==> src/rtl/epd_pkg.sv <==
// Package for the event packet deframer: payload types, codes, constants and control structs.
package epd_pkg;

    // Sync words as seen on the raw stream
    localparam logic [31:0] SYNC_DIG  = 32'hAAAA_AAAA;
    localparam logic [31:0] SYNC_TRIG = 32'hAAAA_0000;

    // Trigger record sizes
    localparam int TRIG_IN_WORDS    = 16;
    localparam int TRIG_OUT_WORDS   = 18;
    localparam int TRIG_STORE_DEPTH = 16;
    localparam int TRIG_STORE_AW    = $clog2(TRIG_STORE_DEPTH);

    // Word counter covers the trigger record length and the skip length
    localparam int WC_W  = $clog2(TRIG_IN_WORDS + 1);
    localparam int IDX_W = $clog2(TRIG_OUT_WORDS);

    // Header fields of rebuilt trigger packets
    localparam logic [11:0] TRIG_BOARD = 12'd99;
    localparam logic [3:0]  TRIG_ID    = 4'hE;
    localparam logic [31:0] TRIG_FLAGS = 32'h0C00_0000;  // 3 << 26

    // Channel handling in digitizer headers
    localparam logic [3:0] CH_SKIP_MIN = 4'd10;
    localparam logic [3:0] CH_STOP     = 4'hD;
    localparam int         SKIP_WORDS  = 4;

    localparam logic [1:0] KIND_DIG    = 2'd0;
    localparam logic [1:0] KIND_TRIG   = 2'd1;
    localparam logic [1:0] KIND_STATUS = 2'd2;

    localparam logic [2:0] ST_GOOD     = 3'd0;
    localparam logic [2:0] ST_RUN_DONE = 3'd1;
    localparam logic [2:0] ST_DIG_INC  = 3'd2;
    localparam logic [2:0] ST_TRIG_INC = 3'd3;
    localparam logic [2:0] ST_UNKNOWN  = 3'd4;

    typedef struct packed {
        logic [31:0] word;
        logic        block_end;
    } in_item_t;

    typedef struct packed {
        logic [31:0] out_word;
        logic [1:0]  kind;
        logic [11:0] board;
        logic [3:0]  channel;
        logic        packet_last;
        logic [2:0]  status;
    } out_item_t;

    typedef enum logic [5:0] {
        MODE_HUNT  = 6'b000001,
        MODE_DHEAD = 6'b000010,
        MODE_DBODY = 6'b000100,
        MODE_SKIP  = 6'b001000,
        MODE_TRIG  = 6'b010000,
        MODE_BAD   = 6'b100000
    } parse_mode_t;

    // Controller -> datapath
    typedef struct packed {
        logic capture;
        logic step;
        logic emit_hdr2;
        logic trig_read;
        logic trig_emit;
        logic emit_status;
    } epd_cmd_t;

    // Datapath -> controller
    typedef struct packed {
        logic can_load;
        logic step_emits;
        logic step_hdr2;
        logic step_trig;
        logic item_end;
        logic trig_last;
    } epd_stat_t;

endpackage

==> src/rtl/epd_datapath.sv <==
// Datapath of the deframer: parse registers, trigger store, word builder and output register.
module epd_datapath
    import epd_pkg::*;
(
    input  logic      clk,
    input  logic      rst_n,
    input  in_item_t  in_data,
    input  epd_cmd_t  cmd,
    output epd_stat_t stat,
    output logic      out_valid,
    input  logic      out_ready,
    output out_item_t out_data
);

    function automatic logic [31:0] swap32(input logic [31:0] v);
        return {v[7:0], v[15:8], v[23:16], v[31:24]};
    endfunction

    function automatic parse_mode_t begin_mode(input logic [31:0] w);
        parse_mode_t m;
        if (w == SYNC_DIG) begin
            m = MODE_DHEAD;
        end else if (w == SYNC_TRIG) begin
            m = MODE_TRIG;
        end else begin
            m = MODE_BAD;
        end
        return m;
    endfunction

    parse_mode_t             mode_reg, mode_next;
    logic [WC_W-1:0]         wc_reg, wc_next;
    logic [10:0]             pw_reg, pw_next;
    logic [11:0]             held_board_reg, held_board_next;
    logic [3:0]              held_ch_reg, held_ch_next;
    logic                    run_done_reg, run_done_next;
    logic [IDX_W-1:0]        idx_reg, idx_next;
    logic                    out_valid_reg, out_valid_next;
    out_item_t               out_reg, out_next;
    logic [31:0]             word_reg, word_next;
    logic                    end_reg, end_next;

    logic [31:0]             trig_mem [TRIG_STORE_DEPTH];
    logic [31:0]             rd_a_reg, rd_b_reg;
    logic [TRIG_STORE_AW-1:0] addr_a, addr_b;
    logic                    mem_we;

    logic [31:0]             hdr;
    logic [3:0]              hdr_ch;
    logic [11:0]             hdr_board;
    logic [10:0]             hdr_len;
    logic                    hdr_keep;
    logic [WC_W-1:0]         wc_inc;
    logic [10:0]             pw_dec;
    logic                    load;
    logic [31:0]             trig_word;
    logic [31:0]             hi_part;
    logic [2:0]              blk_status;
    logic                    trig_last;

    assign hdr       = swap32(word_reg);
    assign hdr_ch    = hdr[3:0];
    assign hdr_board = hdr[15:4];
    assign hdr_len   = hdr[26:16];
    assign hdr_keep  = hdr_ch < CH_SKIP_MIN;
    assign wc_inc    = wc_reg + 1'b1;
    assign pw_dec    = pw_reg - 1'b1;
    assign trig_last = idx_reg == IDX_W'(TRIG_OUT_WORDS - 1);

    assign stat.can_load   = !out_valid_reg || out_ready;
    assign stat.step_emits = !run_done_reg
                             && (((mode_reg == MODE_DHEAD) && hdr_keep)
                                 || (mode_reg == MODE_DBODY));
    assign stat.step_hdr2  = !run_done_reg && (mode_reg == MODE_DHEAD) && hdr_keep
                             && (hdr_len != 11'd0);
    assign stat.step_trig  = !run_done_reg && (mode_reg == MODE_TRIG)
                             && (wc_inc >= WC_W'(TRIG_IN_WORDS));
    assign stat.item_end   = end_reg;
    assign stat.trig_last  = trig_last;

    // Store entries feeding each rebuilt word: addr_a gives the upper half
    always_comb
    begin
        addr_a = '0;
        addr_b = '0;
        if (idx_reg == IDX_W'(2)) begin
            addr_a = TRIG_STORE_AW'(3);
            addr_b = TRIG_STORE_AW'(4);
        end else if (idx_reg == IDX_W'(3)) begin
            addr_b = TRIG_STORE_AW'(2);
        end else if (idx_reg == IDX_W'(4)) begin
            addr_a = TRIG_STORE_AW'(1);
            addr_b = TRIG_STORE_AW'(5);
        end else if ((idx_reg >= IDX_W'(5)) && (idx_reg <= IDX_W'(9))) begin
            addr_a = TRIG_STORE_AW'({idx_reg[3:0], 1'b0} - 5'd4);
            addr_b = TRIG_STORE_AW'({idx_reg[3:0], 1'b0} - 5'd3);
        end
    end

    assign hi_part = {rd_a_reg[15:0], 16'h0000};

    always_comb
    begin
        if (idx_reg == IDX_W'(0)) begin
            trig_word = SYNC_DIG;
        end else if (idx_reg == IDX_W'(1)) begin
            trig_word = {5'b0, 11'(TRIG_OUT_WORDS), TRIG_BOARD, 4'b0};
        end else if (idx_reg == IDX_W'(2)) begin
            trig_word = hi_part | rd_b_reg;
        end else if (idx_reg == IDX_W'(3)) begin
            trig_word = rd_b_reg | {12'h000, TRIG_ID, 16'h0000} | TRIG_FLAGS;
        end else if (idx_reg <= IDX_W'(9)) begin
            trig_word = hi_part + rd_b_reg;   // carries into the upper half
        end else begin
            trig_word = '0;
        end
    end

    always_comb
    begin
        if (run_done_reg) begin
            blk_status = ST_RUN_DONE;
        end else if ((mode_reg == MODE_DHEAD) || (mode_reg == MODE_DBODY)) begin
            blk_status = ST_DIG_INC;
        end else if (mode_reg == MODE_TRIG) begin
            blk_status = ST_TRIG_INC;
        end else if (mode_reg == MODE_BAD) begin
            blk_status = ST_UNKNOWN;
        end else begin
            blk_status = ST_GOOD;
        end
    end

    always_comb
    begin
        mode_next       = mode_reg;
        wc_next         = wc_reg;
        pw_next         = pw_reg;
        held_board_next = held_board_reg;
        held_ch_next    = held_ch_reg;
        run_done_next   = run_done_reg;
        idx_next        = idx_reg;
        out_next        = out_reg;
        load            = 1'b0;
        mem_we          = 1'b0;
        word_next       = cmd.capture ? in_data.word : word_reg;
        end_next        = cmd.capture ? in_data.block_end : end_reg;

        if (cmd.step && !run_done_reg) begin
            unique case (mode_reg)
                MODE_HUNT:
                begin
                    mode_next = begin_mode(word_reg);
                    if (word_reg == SYNC_TRIG) begin
                        wc_next = WC_W'(1);  // entry 0 is never written and its contents are never used
                    end
                end
                MODE_DHEAD:
                begin
                    if (!hdr_keep) begin
                        if (hdr_ch == CH_STOP) begin
                            run_done_next = 1'b1;
                            mode_next     = MODE_HUNT;
                        end else begin
                            mode_next = MODE_SKIP;
                            wc_next   = WC_W'(2);
                        end
                    end else begin
                        held_board_next = hdr_board;
                        held_ch_next    = hdr_ch;
                        load            = 1'b1;
                        out_next        = '{out_word: SYNC_DIG, kind: KIND_DIG,
                                            board: hdr_board, channel: hdr_ch,
                                            packet_last: hdr_len == 11'd0,
                                            status: ST_GOOD};
                        if (hdr_len == 11'd0) begin
                            // sync-only packet: this word opens the next item
                            mode_next = begin_mode(word_reg);
                            if (word_reg == SYNC_TRIG) begin
                                wc_next = WC_W'(1);
                            end
                        end else begin
                            pw_next   = hdr_len - 11'd1;
                            mode_next = (hdr_len > 11'd1) ? MODE_DBODY : MODE_HUNT;
                        end
                    end
                end
                MODE_DBODY:
                begin
                    pw_next  = pw_dec;
                    load     = 1'b1;
                    out_next = '{out_word: word_reg, kind: KIND_DIG,
                                 board: held_board_reg, channel: held_ch_reg,
                                 packet_last: pw_dec == 11'd0, status: ST_GOOD};
                    if (pw_dec == 11'd0) begin
                        mode_next = MODE_HUNT;
                    end
                end
                MODE_SKIP:
                begin
                    wc_next = wc_inc;
                    if (wc_inc >= WC_W'(SKIP_WORDS)) begin
                        mode_next = MODE_HUNT;
                    end
                end
                MODE_TRIG:
                begin
                    mem_we  = wc_reg < WC_W'(TRIG_STORE_DEPTH);
                    wc_next = wc_inc;
                    if (wc_inc >= WC_W'(TRIG_IN_WORDS)) begin
                        mode_next = MODE_HUNT;
                        wc_next   = '0;
                    end
                end
                MODE_BAD:
                begin
                end
                default:
                begin
                end
            endcase
        end

        if (cmd.emit_hdr2) begin
            load     = 1'b1;
            out_next = '{out_word: word_reg, kind: KIND_DIG,
                         board: held_board_reg, channel: held_ch_reg,
                         packet_last: pw_reg == 11'd0, status: ST_GOOD};
        end

        if (cmd.trig_emit) begin
            load     = 1'b1;
            out_next = '{out_word: trig_word, kind: KIND_TRIG, board: TRIG_BOARD,
                         channel: 4'd0, packet_last: trig_last, status: ST_GOOD};
            idx_next = trig_last ? '0 : idx_reg + 1'b1;
        end

        if (cmd.emit_status) begin
            load      = 1'b1;
            out_next  = '{out_word: 32'd0, kind: KIND_STATUS, board: 12'd0,
                          channel: 4'd0, packet_last: 1'b0, status: blk_status};
            mode_next = MODE_HUNT;
            wc_next   = '0;
            pw_next   = '0;
        end

        if (load) begin
            out_valid_next = 1'b1;
        end else if (out_ready) begin
            out_valid_next = 1'b0;
        end else begin
            out_valid_next = out_valid_reg;
        end
    end

    always_ff @(posedge clk or negedge rst_n)
    begin
        if (!rst_n) begin
            mode_reg       <= MODE_HUNT;
            wc_reg         <= '0;
            pw_reg         <= '0;
            held_board_reg <= '0;
            held_ch_reg    <= '0;
            run_done_reg   <= 1'b0;
            idx_reg        <= '0;
            out_valid_reg  <= 1'b0;
        end else begin
            mode_reg       <= mode_next;
            wc_reg         <= wc_next;
            pw_reg         <= pw_next;
            held_board_reg <= held_board_next;
            held_ch_reg    <= held_ch_next;
            run_done_reg   <= run_done_next;
            idx_reg        <= idx_next;
            out_valid_reg  <= out_valid_next;
        end
    end

    always_ff @(posedge clk)
    begin
        out_reg  <= out_next;
        word_reg <= word_next;
        end_reg  <= end_next;
    end

    always_ff @(posedge clk)
    begin
        if (mem_we) begin
            trig_mem[wc_reg[TRIG_STORE_AW-1:0]] <= hdr;
        end
        if (cmd.trig_read) begin
            rd_a_reg <= trig_mem[addr_a];
            rd_b_reg <= trig_mem[addr_b];
        end
    end

    assign out_valid = out_valid_reg;
    assign out_data  = out_reg;

endmodule

==> src/rtl/epd_controller.sv <==
// Controller of the deframer: sequences capture, parse step and result emission per word.
module epd_controller
    import epd_pkg::*;
(
    input  logic      clk,
    input  logic      rst_n,
    input  logic      in_valid,
    output logic      in_ready,
    input  epd_stat_t stat,
    output epd_cmd_t  cmd
);

    typedef enum logic [5:0] {
        S_IDLE     = 6'b000001,
        S_PARSE    = 6'b000010,
        S_HDR2     = 6'b000100,
        S_TRIG_RD  = 6'b001000,
        S_TRIG_OUT = 6'b010000,
        S_STATUS   = 6'b100000
    } ctrl_state_t;

    ctrl_state_t state_reg, state_next;
    ctrl_state_t after_item;

    assign after_item = stat.item_end ? S_STATUS : S_IDLE;
    assign in_ready   = state_reg == S_IDLE;

    always_comb
    begin
        state_next = state_reg;
        cmd        = '0;
        unique case (state_reg)
            S_IDLE:
            begin
                if (in_valid) begin
                    cmd.capture = 1'b1;
                    state_next  = S_PARSE;
                end
            end
            S_PARSE:
            begin
                // hold the step until the output register can take its result
                if (!stat.step_emits || stat.can_load) begin
                    cmd.step = 1'b1;
                    priority if (stat.step_hdr2) begin
                        state_next = S_HDR2;
                    end else if (stat.step_trig) begin
                        state_next = S_TRIG_RD;
                    end else begin
                        state_next = after_item;
                    end
                end
            end
            S_HDR2:
            begin
                if (stat.can_load) begin
                    cmd.emit_hdr2 = 1'b1;
                    state_next    = after_item;
                end
            end
            S_TRIG_RD:
            begin
                cmd.trig_read = 1'b1;
                state_next    = S_TRIG_OUT;
            end
            S_TRIG_OUT:
            begin
                if (stat.can_load) begin
                    cmd.trig_emit = 1'b1;
                    state_next    = stat.trig_last ? after_item : S_TRIG_RD;
                end
            end
            S_STATUS:
            begin
                if (stat.can_load) begin
                    cmd.emit_status = 1'b1;
                    state_next      = S_IDLE;
                end
            end
            default:
            begin
                state_next = S_IDLE;
            end
        endcase
    end

    always_ff @(posedge clk or negedge rst_n)
    begin
        if (!rst_n) begin
            state_reg <= S_IDLE;
        end else begin
            state_reg <= state_next;
        end
    end

endmodule

==> src/rtl/event_packet_deframer.sv <==
// Top level of the event packet deframer: controller plus datapath.
//
// Input channel (in_valid/in_ready/in_data) takes one 32-bit received word per
// transaction, with block_end set on the last word of a block. Output channel
// (out_valid/out_ready/out_data) gives tagged packet words and one status per block.
// Digitizer packets are passed through with board/channel tags; trigger records
// are collected in a 16-entry store and rebuilt as TRIG_OUT_WORDS-word packets.
// A word is accepted in the idle state and then parsed in the parse state; a parse
// step that gives a result waits until the output register can take it. A digitizer
// header word that emits both sync and header loads the header in a further state.
// The word that completes a trigger record emits TRIG_OUT_WORDS rebuilt words, each
// through a registered store read and then a load of the output register. A block
// end adds a status result. Results leave through one output register, so
// a word can be accepted while the previous result still waits to be taken.
// Reset clears the parser to sync hunt and drops any pending result; the
// trigger store keeps no reset value. When the receiver stalls, the result
// being offered holds, and parsing pauses at the next result to be loaded.
module event_packet_deframer
    import epd_pkg::*;
(
    input  logic      clk,
    input  logic      rst_n,
    input  logic      in_valid,
    output logic      in_ready,
    input  in_item_t  in_data,
    output logic      out_valid,
    input  logic      out_ready,
    output out_item_t out_data
);

    epd_cmd_t  cmd;
    epd_stat_t stat;

    epd_controller u_ctrl (
        .clk      (clk),
        .rst_n    (rst_n),
        .in_valid (in_valid),
        .in_ready (in_ready),
        .stat     (stat),
        .cmd      (cmd)
    );

    epd_datapath u_dp (
        .clk       (clk),
        .rst_n     (rst_n),
        .in_data   (in_data),
        .cmd       (cmd),
        .stat      (stat),
        .out_valid (out_valid),
        .out_ready (out_ready),
        .out_data  (out_data)
    );

endmodule

==> config.mk <==
export PLATFORM = sky130hd
export DESIGN_NAME = event_packet_deframer
export DESIGN_NICKNAME = d
export VERILOG_FILES = /design/src/rtl/epd_pkg.sv /design/src/rtl/epd_datapath.sv /design/src/rtl/epd_controller.sv /design/src/rtl/event_packet_deframer.sv
export SDC_FILE = /design/constraint.sdc
export NUM_CORES = 1
export LEC_CHECK = 0
export ABC_AREA = 1
export BUFFER_PORTS_ARGS = -buffer_cell sky130_fd_sc_hd__buf_2
export CORE_MARGIN = 1.5
export CORE_UTILIZATION = 55
export CTS_CLUSTER_SIZE = 20
export DETAILED_ROUTE_END_ITERATION = 10
export PLACE_DENSITY = 0.72
export RECOVER_POWER = 100
export SLEW_MARGIN = 25
export SYNTH_ARGS = -nofsm -noshare
export SYNTH_HDL_FRONTEND = slang
export SYNTH_SLANG_ARGS = --single-unit
==> constraint.sdc <==
create_clock -name clk -period 4.81 [get_ports clk]
set_input_delay 0.962 -clock clk [delete_from_list [all_inputs] [get_ports clk]]
set_output_delay 0.962 -clock clk [all_outputs]
set_load 0.05 [all_outputs]
==> results of run 1 <==
==> worst paths after layout <==
path,start,to,slack (ns),cells past startpoint
min,u_dp.out_data[43],u_dp.out_data[43],0.45,2
min in group asynchronous,rst_n,u_dp.held_board_reg[2],0.66,1
max,u_dp.word_reg[26],u_dp.trig_mem[11][4],0.58,9
max reg2reg,u_dp.word_reg[26],u_dp.trig_mem[11][4],0.58,9
min reg2reg,u_dp.out_data[43],u_dp.out_data[43],0.45,2
max in group asynchronous,rst_n,u_dp.pw_reg[1],1.84,2
==> metrics by stage <==
step	setup WS (ns)	power, mW	cells
floorplan	1.48	9.69	3656
global placement	1.17	10.8	4356
detailed placement	1.05	10.9	4357
CTS	1.06	16.5	4488
global route	0.416	17.0	4492
finish	0.582	16.5	4492
==> report_power, final <==
part	switching (mW)	internal [mW]
clock network	2.49	3.25
logic	1.96	0.557
registers	0.838	7.40
total	5.29	11.2
==> final cells by class <==
class	instances	area, µm²	share of cell area, %
Sequential cell	698	20200	53.8
Multi-Input combinational cell	2510	12100	32.3
Clock buffer	93	1990	5.30
Tap cell	790	988	2.64
Timing Repair Buffer	151	986	2.63
Inverter	212	798	2.13
Clock inverter	38	437	1.16
==> per-layer routing <==
| layer | wire (µm) | track usage, % |
|---|---|---|
| met1 | 40000 | 44.4 |
| met2 | 46700 | 49.2 |
| met3 | 11000 | 6.30 |
| met4 | 5290 | 15.9 |
| met5 | 0 | 0 |
==> synthesized netlist by cell type, drive strengths merged (39+ instances only) <==
cell type and instances:
nand4 87, nand2 989, dfrtp 49, dfxtp 51, nand3 953, o21ai 110, ha 48, clkbuf 50
inv 211, nand3b 39, nor2 151, buf 186, edfxtp 596, a21oi 53
==> worst reg2reg max path, stage by stage (launching register included) <==
cell      delay, ns
edfxtp_1       0.88
o21ai_0        0.39
nand2_2        0.22
nand2_1        0.15
a21boi_4       0.26
nand2_1        0.16
inv_1          0.14
nand2_1        0.17
nor2_2         1.08
clkbuf_1       0.43
==> logic make-up after synthesis <==
group	Yosys count	share of synthesized area, %
fa+ha+maj	49	1.82
flops	698	59.2
simple gates	2266	30.2
buf+inv	448	5.63
xor+xnor	12	0.308
compound gates	183	2.84
==> flow_summary.toml, run 1 <==
[synth]
synth_edf_count = 596
synth_nets = 3742
ys_ff_latch = 698
synthArstFlopShare_pct = 7.31
ys_seq_area_share_pct = 59.2
yosysUniqueCellTypes = 44
synth.cell_area_um2 = 34100
netlist_top_cells_area = "edfxtp_1 (52%), nand3_1 (14%), nand2_1 (11%), dfrtp_1 (3.6%), dfxtp_1 (3.0%)"
synth_top_area_cell = "edfxtp_1"
ys.flop_type = "edfxtp_1"
ys_warn_count = 0
syn_area_per_cell_um2 = 9.34
synth_top_area_share_pct = 52.4
synth_cells = 3656

[placed_design]
io_buffers = 92
place_area_um2 = 35300
place_hpwl_um = 62700
gp_congestion = 0.948

[sta]
rsz0062_at_grt = "no"
fin_tns_setup_ns = 0
setup_viol = 0
whs_ns = 0.451
max_freq_mhz = 237
finalHoldViolations = 0
period_share_pct = 87.9
period_needed_ns = 4.23
tightest_slew_ns = 3.43
drv_slew = 136
skew_ns = 0.0215
max-slew-margin-rel_pct = -129

[floorplan]
fp-row-count = 91
die_area_um2 = 63600
die_y_um = 252
start_util_pct = 55.5
die_w_um = 252
core_area_um2 = 61500
ioPinCount = 93

[final_layout]
num-nets-final = 3731
final_cell_mix = "nand2_1 (982), nand3_1 (949), edfxtp_1 (596)"
fill_cells = 5042
final_common_cell = "nand2_1"
final_layout_size_suffix_gt1_share_pct = 6.73
largest_reg_flops = 512
finalInstanceArea_um2 = 37500
area_delta_synth_final_pct = 9.89
final_core_util_pct = 61.0
diodes = 0

[clock_network]
htree_levels = 3
clock_sinks = 698
ctsResizeCount = 0
clock_tree.root_cell = "clkbuf_16"
numCtsBuffers = 72
clk_pin_slew_worst_paths_ns = 0.06
post_cts_buffers = 0
cts_tree = "yes"
clk_latency_ns = 0.64
ctsHoldBuffers = 0
clock_path_buffers = 3

[global_route]
first_global_vias = 25700
grt_usage_pct = 32.2
grt_antenna_before_repair = 1
grt_pass1_wl_um = 155000
grt_max_degree = 133
grt_overflow = 0

[setup_path]
path_cells = "o21ai_0 -> nand2_2 -> nand2_1 -> a21boi_4 -> nand2_1 -> inv_1 -> nand2_1 -> nor2_2 -> clkbuf_1"
max_stage_delay_ns = 1.08
slowest_stage = "nor2_2"
critPathLaunchType = "flip-flop"
worstPathRequired_ns = 5.09
worst-setup-path-type = "flip-flop to flip-flop"
cp_num_buf_inv = 2
cp_max_fo = 20
cp.arrival_ns = 4.51
crit_family = "simple AND/OR/NAND/NOR gates"
end_kind = "flip-flop"
cp_common_cell = "nand2_1"

[detailed_routing]
vias = 27700
initialDrtViolationCount = 3767
wl_per_cell_um = 22.9
postRouteAntennaNets = 0
dr.pass1.iters = 7
wl_um = 103000
viasPerCell = 6.17
drc = 0

[run_status]
outcome = "complete, but fails checks"
violations = "capacitance limit, slew limit"

[pwr]
p_leak_nw = 14.9
pwr_density_cell_nw_per_um2 = 440
ir_drop_v = 0.000405

[min_path]
hp-class = "flip-flop to flip-flop"

[run]
max_cap_viol_count = 5
Power figures use the tool's default switching activity.
==> run 2: changes to the inputs <==
CTS_CLUSTER_DIAMETER = 80   (was not set)
MAX_ROUTING_LAYER = met4   (was not set)
==> run 2 against run 1 <==
  * The run still ends with capacitance limit, slew limit left
  * Count of clock-buffer cells in the layout decreased by 35
  * Global-route usage increased by 0.36 points
  * Core utilization decreased by 1.9 points
  * Total power decreased by 12%
  * Clock power decreased by 36%
  * Flip-flop and latch count unchanged
  * Design area decreased by 3.2%
  * Cell count decreased by 1.5%
  * Combinational power about the same
  * Die area unchanged
  * Hold slack about the same
  * Critical path type unchanged
  * Largest cell class unchanged
==> flow_summary.toml, run 2 (synthesized netlist as in run 1, its figures left out) <==
[placed_design]
gp_congestion = 0.933
place_hpwl_um = 62400
io_buffers = 92
place_area_um2 = 35300
place_inst = 4358

[global_route]
grt_use_met2_pct = 49.9
grt_pass1_wl_um = 153000
grt_antenna_before_repair = 1
grt_max_degree = 182
met3_usage_pct = 4.60
first_global_vias = 25600
gr-max-usage-layer = "met2"
grtUsageMet1_pct = 43.7
grt_overflow = 0
grt_usage_pct = 32.6

[run]
max_cap_viol_count = 4

[clock_network]
clk_pin_slew_worst_paths_ns = 0.09
post_cts_buffers = 0
clk_latency_ns = 0.62
ctsResizeCount = 0
clock_sinks = 698
htree_levels = 2
ctsHoldBuffers = 0
clock_tree.root_cell = "clkbuf_16"
cts_tree = "yes"
clock_path_buffers = 3
numCtsBuffers = 42

[final_layout]
final_layout_size_suffix_gt1_share_pct = 5.45
instances_no_fill = 4425
regArea_um2 = 20200
final_common_cell = "nand2_1"
diodes = 0
final_cell_mix = "nand2_1 (982), nand3_1 (947), edfxtp_1 (596)"
largest_reg_flops = 512
multi_input_area_um2 = 12100
num-nets-final = 3699
final_core_util_pct = 59.1
finalInstanceArea_um2 = 36300
area_delta_synth_final_pct = 6.39
fill_cells = 5263

[sta]
period_share_pct = 89.9
whs_ns = 0.452
period_needed_ns = 4.33
fin_tns_setup_ns = 0
drv_slew = 152
max-slew-margin-rel_pct = -122
finalHoldViolations = 0
max_freq_mhz = 231
setup_viol = 0
skew_ns = 0.0326
rsz0062_at_grt = "no"
tightest_slew_ns = 3.33

[floorplan]
start_util_pct = 55.5
core_area_um2 = 61500
die_w_um = 252
ioPinCount = 93
die_y_um = 252
fp-row-count = 91
die_area_um2 = 63600

[detailed_routing]
wl_um = 101000
postRouteAntennaNets = 0
vias = 27400
drc = 0
wl_per_cell_um = 22.9
viasPerCell = 6.19
initialDrtViolationCount = 3777
dr.pass1.iters = 6

[setup_path]
worstPathRequired_ns = 5.14
critPathLaunchType = "flip-flop"
cp.arrival_ns = 4.66
end_kind = "flip-flop"
worst-setup-path-type = "flip-flop to flip-flop"
cp_max_fo = 37

[pwr]
p_leak_nw = 14.3
ir_drop_v = 0.000303
pwr_density_cell_nw_per_um2 = 398

[run_status]
outcome = "complete, but fails checks"
violations = "capacitance limit, slew limit"

[min_path]
hp-class = "flip-flop to flip-flop"
## run 2: layout make-up
class	count	area share (%)
clock buffers	58	3.15
multi-input cells	2510	33.4
repair buffers	149	2.65
inverters	212	2.20
flip-flops and latches	698	55.6
well taps	790	2.72
clock inverters	8	0.227
## run 2: worst paths after layout
kind	start	end	slack, ns	cells past startpoint
worst max register to register	u_dp.idx_reg[0]	u_dp.rd_a_reg[3]	0.48	10
min in group asynchronous	rst_n	u_dp.held_board_reg[2]	0.83	1
worst min-delay path	u_dp.out_data[47]	u_dp.out_data[47]	0.45	2
worst min register to register	u_dp.out_data[47]	u_dp.out_data[47]	0.45	2
max in group asynchronous	rst_n	u_dp.held_ch_reg[1]	1.93	2
worst max-delay path	u_dp.idx_reg[0]	u_dp.rd_a_reg[3]	0.48	10
## run 2: where the power goes
| part | total [mW] | switching [mW] | internal, mW |
|---|---|---|---|
| clock network | 3.70 | 2.01 | 1.69 |
| registers | 8.25 | 0.858 | 7.39 |
| logic | 2.49 | 1.94 | 0.556 |
| total | 14.4 | 4.80 | 9.64 |
## run 2: metal layers
metal,vias to the layer above,wire length [µm]
met3,258,10000
met2,1503,46800
met5,-,0
met1,13100,40000
met4,0,4530
li1,12500,-
## run 2: per-stage QoR
stage                     setup WS, ns  total power [mW]
after floorplan                   1.48              9.69
after global placement            1.17              10.8
after detailed placement          1.09              10.9
after CTS                         1.05              14.5
after global routing             0.422              14.9
final                            0.483              14.4
## run 2: critical path, cell delays in order (launching register included)
cell     delay [ns]
dfrtp_1        0.42
inv_1          0.18
ha_1           0.24
nand3_4        0.35
inv_2          0.57
nor2_4         0.15
nand2_1        0.16
nor3_1         0.09
inv_1          1.14
nand3_1        0.35
and2_0         0.34
